$ cat src/design/fbc8_pkg.sv
package fbc8_pkg;

  // Number of Feistel rounds, one pipeline cell each (1 to 8)
  localparam int NUM_ROUNDS = 8;
  // Round key registers on the configuration port
  localparam int KEY_COUNT  = 8;
  localparam int KEY_IDX_W  = $clog2(KEY_COUNT);
  localparam int HALF_W     = 32;
  localparam int BLOCK_W    = 2 * HALF_W;
  localparam int BYTES_HALF = HALF_W / 8;

  localparam logic [HALF_W-1:0] ALL_ONES = '1;

  // Request codes
  localparam logic REQ_ENCRYPT = 1'b0;
  localparam logic REQ_DECRYPT = 1'b1;

  // Data handed from one round cell to the next
  typedef struct packed {
    logic              valid;
    logic              decrypt;
    logic [HALF_W-1:0] left;
    logic [HALF_W-1:0] right;
  } stage_t;

  // Bytewise product, low byte kept; all ones folds to zero
  function automatic logic [HALF_W-1:0] round_fn(input logic [HALF_W-1:0] half,
                                                 input logic [HALF_W-1:0] key);
    logic [HALF_W-1:0] g;
    logic [15:0]       prod;
    g = '0;
    for (int b = 0; b < BYTES_HALF; b++) begin
      prod = half[b*8 +: 8] * key[b*8 +: 8];
      g[b*8 +: 8] = prod[7:0];
    end
    return (g == ALL_ONES) ? '0 : g;
  endfunction

endpackage

$ cat src/design/fbc8_round_cell.sv
module fbc8_round_cell (
  input  logic                          clk,
  input  logic                          rst_n,
  input  fbc8_pkg::stage_t              stage_in,
  input  logic [fbc8_pkg::HALF_W-1:0]   key_fwd,
  input  logic [fbc8_pkg::HALF_W-1:0]   key_rev,
  output fbc8_pkg::stage_t              stage_out
);

  fbc8_pkg::stage_t            stage_r;
  fbc8_pkg::stage_t            stage_nxt;
  logic [fbc8_pkg::HALF_W-1:0] key;

  // Key pick follows the request direction carried with the data
  assign key = (stage_in.decrypt == fbc8_pkg::REQ_DECRYPT) ? key_rev : key_fwd;

  // One Feistel round
  always_comb begin
    stage_nxt         = stage_in;
    stage_nxt.left    = stage_in.right;
    stage_nxt.right   = stage_in.left ^ fbc8_pkg::round_fn(stage_in.right, key);
  end

  // Valid is control and gets reset; data rides along unreset
  always_ff @(posedge clk) begin
    stage_r.decrypt <= stage_nxt.decrypt;
    stage_r.left    <= stage_nxt.left;
    stage_r.right   <= stage_nxt.right;
    if (!rst_n) begin
      stage_r.valid <= 1'b0;
    end else begin
      stage_r.valid <= stage_nxt.valid;
    end
  end

  assign stage_out = stage_r;

  // A request moves exactly one cell per cycle
  a_valid_advance: assert property (@(posedge clk) disable iff (!rst_n)
    $past(rst_n) |-> stage_r.valid == $past(stage_in.valid))
    else $error("round cell dropped or invented a request");

  // The swapped half must come through unchanged
  a_left_from_right: assert property (@(posedge clk) disable iff (!rst_n)
    ($past(rst_n) && stage_r.valid) |-> stage_r.left == $past(stage_in.right))
    else $error("round cell left half mismatch");

  // Direction bit travels with its request
  a_dir_carried: assert property (@(posedge clk) disable iff (!rst_n)
    ($past(rst_n) && stage_r.valid) |-> stage_r.decrypt == $past(stage_in.decrypt))
    else $error("round cell direction mismatch");

endmodule

$ cat src/design/feistel_block_cipher_8_round.sv
// 8-round Feistel cipher on 64-bit blocks, one round cell per pipeline stage.
// A request (start high while busy is low) is taken every cycle; busy never
// rises. Each result appears on out_result_block with out_valid high for one
// cycle, in request order, after it has passed the registers of all NUM_ROUNDS
// (8) round cells in the chain. The receiver cannot stall the output. Round
// keys are written through cfg_* (always ready) and must only change while no
// request is in flight.
module feistel_block_cipher_8_round (
  input  logic                              clk,
  input  logic                              rst_n,
  // request channel
  input  logic                              start,
  output logic                              busy,
  input  logic                              in_req_type,
  input  logic [fbc8_pkg::BLOCK_W-1:0]      in_data_block,
  // result channel
  output logic                              out_valid,
  output logic [fbc8_pkg::BLOCK_W-1:0]      out_result_block,
  // key register writes
  input  logic                              cfg_valid,
  output logic                              cfg_ready,
  input  logic [fbc8_pkg::KEY_IDX_W-1:0]    cfg_index,
  input  logic [fbc8_pkg::HALF_W-1:0]       cfg_data
);

  logic [fbc8_pkg::HALF_W-1:0] keys_r [fbc8_pkg::KEY_COUNT];
  fbc8_pkg::stage_t            stages [fbc8_pkg::NUM_ROUNDS+1];
  fbc8_pkg::stage_t            last;

  assign busy      = 1'b0;
  assign cfg_ready = 1'b1;

  // Key registers
  always_ff @(posedge clk) begin
    if (!rst_n) begin
      for (int i = 0; i < fbc8_pkg::KEY_COUNT; i++) begin
        keys_r[i] <= '0;
      end
    end else if (cfg_valid && cfg_ready) begin
      keys_r[cfg_index] <= cfg_data;
    end
  end

  // Chain entry
  always_comb begin
    stages[0].valid   = start && !busy;
    stages[0].decrypt = in_req_type;
    stages[0].left    = in_data_block[fbc8_pkg::BLOCK_W-1:fbc8_pkg::HALF_W];
    stages[0].right   = in_data_block[fbc8_pkg::HALF_W-1:0];
  end

  // Round cells; decryption walks the keys from the last round down
  for (genvar j = 0; j < fbc8_pkg::NUM_ROUNDS; j++) begin : g_round
    localparam int FWD = j;
    localparam int REV = fbc8_pkg::NUM_ROUNDS - 1 - j;
    fbc8_round_cell u_cell (
      .clk       (clk),
      .rst_n     (rst_n),
      .stage_in  (stages[j]),
      .key_fwd   (keys_r[fbc8_pkg::KEY_IDX_W'(FWD)]),
      .key_rev   (keys_r[fbc8_pkg::KEY_IDX_W'(REV)]),
      .stage_out (stages[j+1])
    );
  end

  // Halves leave swapped
  assign last             = stages[fbc8_pkg::NUM_ROUNDS];
  assign out_valid        = last.valid;
  assign out_result_block = {last.right, last.left};

  a_out_after_reset: assert property (@(posedge clk)
    $past(!rst_n) |-> !out_valid)
    else $error("result strobe right after reset");

  a_key_write: assert property (@(posedge clk) disable iff (!rst_n)
    ($past(rst_n) && $past(cfg_valid && cfg_ready)) |->
      keys_r[$past(cfg_index)] == $past(cfg_data))
    else $error("key register write lost");

  a_never_busy: assert property (@(posedge clk) disable iff (!rst_n)
    start |-> !busy)
    else $error("request refused");

endmodule
$ cat config.mk
export PLATFORM = sky130hd
export DESIGN_NAME = feistel_block_cipher_8_round
export DESIGN_NICKNAME = d
export VERILOG_FILES = /design/src/design/fbc8_pkg.sv /design/src/design/fbc8_round_cell.sv /design/src/design/feistel_block_cipher_8_round.sv
export SDC_FILE = /design/constraint.sdc
export NUM_CORES = 2
export LEC_CHECK = 0
export ABC_AREA = 1
export BUFFER_PORTS_ARGS = -buffer_cell sky130_fd_sc_hd__buf_4
export CORE_ASPECT_RATIO = 0.7
export CORE_MARGIN = 2
export CORE_UTILIZATION = 45
export CTS_CLUSTER_DIAMETER = 80
export DETAILED_ROUTE_END_ITERATION = 8
export GPL_TIMING_DRIVEN = 0
export PLACE_DENSITY = 0.7
export SLEW_MARGIN = 5
export SYNTH_ARGS = -nofsm -noshare
export SYNTH_HDL_FRONTEND = slang
export SYNTH_SLANG_ARGS = --single-unit
$ cat constraint.sdc
create_clock -name clk -period 4.9 [get_ports clk]
set_input_delay 0.49 -clock clk [delete_from_list [all_inputs] [get_ports clk]]
set_output_delay 0.49 -clock clk [all_outputs]
set_load 0.1 [all_outputs]
==> impl_results.md <==
* Area Growth Syn to Fin at 24.98%
* Post-synthesis sequential area ratio at between 20% and 30%
* Reg-to-Reg End: g_round[5].u_cell.stage_out[15]$_DFF_P_
* First-pass GRT wire length at 331800 um
* Die Y at 312.0 um
* Max Cap Viol at 0
* Slew Limit Fails at 0
* Clock transition at the registers of the reported paths at approximately 0.07 ns
* Synth unique cells at 39
* Final setup vio count at 252
* Total number of vias at ~60000
* Worst Hold Endpoint: g_round[0].u_cell.stage_out[21]$_DFF_P_
* Largest area contributor in the netlist: dfxtp_1
* FP Rows at 112
* WS Path Type: reg -> reg
* Sink Count at between 700 and 800
* Multi-input gate area at 40250 um2
* Final Skew at 0.03581 ns
* Worst-skew pair later-pin latency at 0.71 ns
* Reg-to-Reg Start: g_round[4].u_cell.stage_out[64]$_DFF_P_
* Simple-gate portion of the synthesized area at 28.93%
* Critical Path End Type: register
* Top-area cell type share of the netlist area at between 10% and 20%
* Core ar. at between 100000 and 150000 um2
* Reg2Reg Depth at 25
* Post-Synth XOR/XNOR Area at 2.326%
* Iter 0 DRT Violations at 7515
* Syn Nets at 9570
* I/O pins at 171
* Detailed placement HPWL at 182000 um
* Final hold vios at 0
* Hold crit path type: in -> reg
* Routed Antenna Nets at 0
* Num CTS Buffers at 81
* Final Wtd Congestion at 1.062
* Main synth FF type: dfxtp_1
* # nets final at between 10000 and 15000
* Largest net degree at the start of global routing at 33
* Pre-CTS setup slack at -1.618 ns
* Commonest non-fill, non-tap cell in the layout: nand2_1
* Synth area leaders: dfxtp_1, nand2_1, fa_1
* Post-synth EDFFs at 256
* Placed Instances at 10510
* First-pass DRT Iterations at 7
* Hold depth at 3
* Asr flop ratio synth at 0%
* Remaining DRCs at 0
* Fmax at 191.4 MHz
* Mapped Cells at 8570
* Setup TNS at -41.43 ns
* Post-synthesis cell area at 61000 um2
* Die span in x at around 440 um
* Drt total wl at 233800 um
* Fillers at 11800
* Failing checks: negative setup slack
* Crit share post-route at 106.7%
* DR vias/cell at approximately 5.4
* Synth Area in Adders at 23.10%
* Most frequent cells in the layout: nand2_1, inv_1, nor2_1, dfxtp_1, nand3_1
* Avg Synthesized Cell Area at 7.118 um2
* Tmin final at approximately 5.2 ns
* Setup ws final at -0.3259 ns
* HP Start: in_data_block[53]
* Worst Path Max Fanout at 8
* Maximum buffer depth of the clock tree at 3
* R2R Setup Slk at -0.33 ns
* Initial antenna violation count at 20
* H-tree Lvls at 3
* Total gr overflow at 0
* Root Driver: clkbuf_16
* Startpoint types: register
* Initial core utilization at between 40% and 50%
* CP arrival at 5.80 ns
* Status: finished with violations
* Synth Register Bits at 783
* Final hold slack at 0.03429 ns
* Largest family of logic cells by synthesized area: simple AND/OR/NAND/NOR gates
* TritonCTS clock tree: done
* Storage cell area at 18270 um2
* Pin slew with the least headroom to its limit at between 1 and 1.5 ns
* Die area at 138600 um2
* Slew Limit Headroom at between 30% and 40%
* IO buf count at 167
* Layout cells sized above 1 at 18.27%
* RSZ-0062 raised after global routing: yes
* Routed len/inst at 21.33 um
* WP data required at 5.48 ns
* Post-synthesis compound-gate area fraction at 3.432%
* Total Routing Usage GR at 32.17%
* Mux cell area share after synthesis at 0%
* Number of global-route vias before repair at 54020
* Non-filler instance count after layout at 10960
* Yosys warns at 0
-- state kept, by name (all words and copies together) (netlist names) --
register,cells
keys_r,256
g_round.u_cell.stage_out,527
-- synth_stat cells, types with 2 or more instances --
cell and number:
buf_2 91, nand3_2 4, nor3_1 12, nand3b_1 39, o21ai_0 196, clkbuf_1 34
or2_1 2, o21ai_2 8, o211ai_1 13, nand3_1 580, nor4_1 3, xor2_1 108
or2_2 23, buf_4 13, nand2_2 8, clkbuf_2 3, xnor2_1 54, o21bai_1 36
o21a_1 4, a31oi_1 3, nand2_1 2465, conb_1 2, inv_2 7, o21ai_1 60
clkinv_1 2, edfxtp_1 256, nor2_1 1205, fa_1 384, a21oi_1 56, nand4_1 53
a21o_1 5, dfxtp_1 527, ha_1 512, buf_6 3, inv_1 1795
-- repair_timing --
action / in CTS / in global routing
gates cloned: 34 / 16
pin swaps: 190 / 286
setup buffers: 105 / 103
hold buffers: 38 / 0
setup endpoints to repair: 256 / 256
endpoints found under the hold margin: 38 / 0
resized for setup: 1054 / 674
-- worst max path at each step --
| stage | startpoint | slack, ns | end | depth (start not counted) |
|---|---|---|---|---|
| 3_5_place_dp | in_req_type | -1.62 | g_round[0].u_cell.stage_out[22]$_DFF_P_ | 28 |
| 6_report | g_round[4].u_cell.stage_out[64]$_DFF_P_ | -0.33 | g_round[5].u_cell.stage_out[15]$_DFF_P_ | 25 |
| 5_1_grt | g_round[0].u_cell.stage_out[64]$_DFF_P_ | -0.44 | g_round[1].u_cell.stage_out[10]$_DFF_P_ | 27 |
| 3_3_place_gp | in_req_type | -1.55 | g_round[0].u_cell.stage_out[22]$_DFF_P_ | 28 |
| 4_1_cts | g_round[1].u_cell.stage_out[64]$_DFF_P_ | -0.12 | g_round[2].u_cell.stage_out[22]$_DFF_P_ | 28 |
| 2_1_floorplan | in_req_type | 0.006 | g_round[0].u_cell.stage_out[0]$_DFF_P_ | 27 |
-- critical path: stages, from the launching register on --
cell,delay [ns]
dfxtp_4,0.40
buf_8,0.15
buf_8,0.15
nand2_2,0.07
o21ai_2,0.07
buf_6,0.19
buf_6,0.14
nor2_4,0.04
fa_1,0.59
ha_4,0.22
fa_1,0.56
inv_2,0.04
fa_1,0.51
inv_2,0.05
ha_4,0.24
buf_4,0.15
xnor2_4,0.15
nor2_2,0.13
nand4_1,0.15
nor3_2,0.31
nand3_4,0.21
inv_4,0.13
nand2_8,0.10
buf_8,0.16
nand3_2,0.07
nand2_2,0.08
-- through the flow --
stage / instance area [um2] / util (%)
final: 76240 / 56.97
after detailed placement: 64490 / 48.19
after global routing: 76220 / 56.95
after floorplan: 61000 / -
after global placement: 64460 / 48.17
after CTS: 72580 / 54.23
-- area by class of cell --
type,count,share of cell area [%]
Clock inverter,40,0.5728
Buffer,143,2.143
Timing Repair Buffer,458,5.554
Antenna cell,11,0.03611
Multi-Input combinational cell,5845,52.79
Tap cell,1767,2.900
Inverter,1804,8.936
Sequential cell,783,23.96
Clock buffer,109,3.107
-- logic make-up (layout without fill, tap and decap cells) --
logic type,Yosys count,in the layout
XOR/XNOR,162,162
adder cells (fa/ha/maj),896,896
AND/OR/NAND/NOR,4397,4403
flip-flops,783,783
buffers and inverters,1948,2554
AO/OA/AOI/OAI,382,382
other,2,13
-- per-layer routing --
layer	part of all wire, %	GRT usage (%)
met1	41	44.45
met2	39	43.36
met3	16	16.01
met4	3.8	10.00
met5	0.34	0.5741
Power is not shown: default switching activity piles up to over one toggle a cycle in this logic, so the estimate is an artifact.
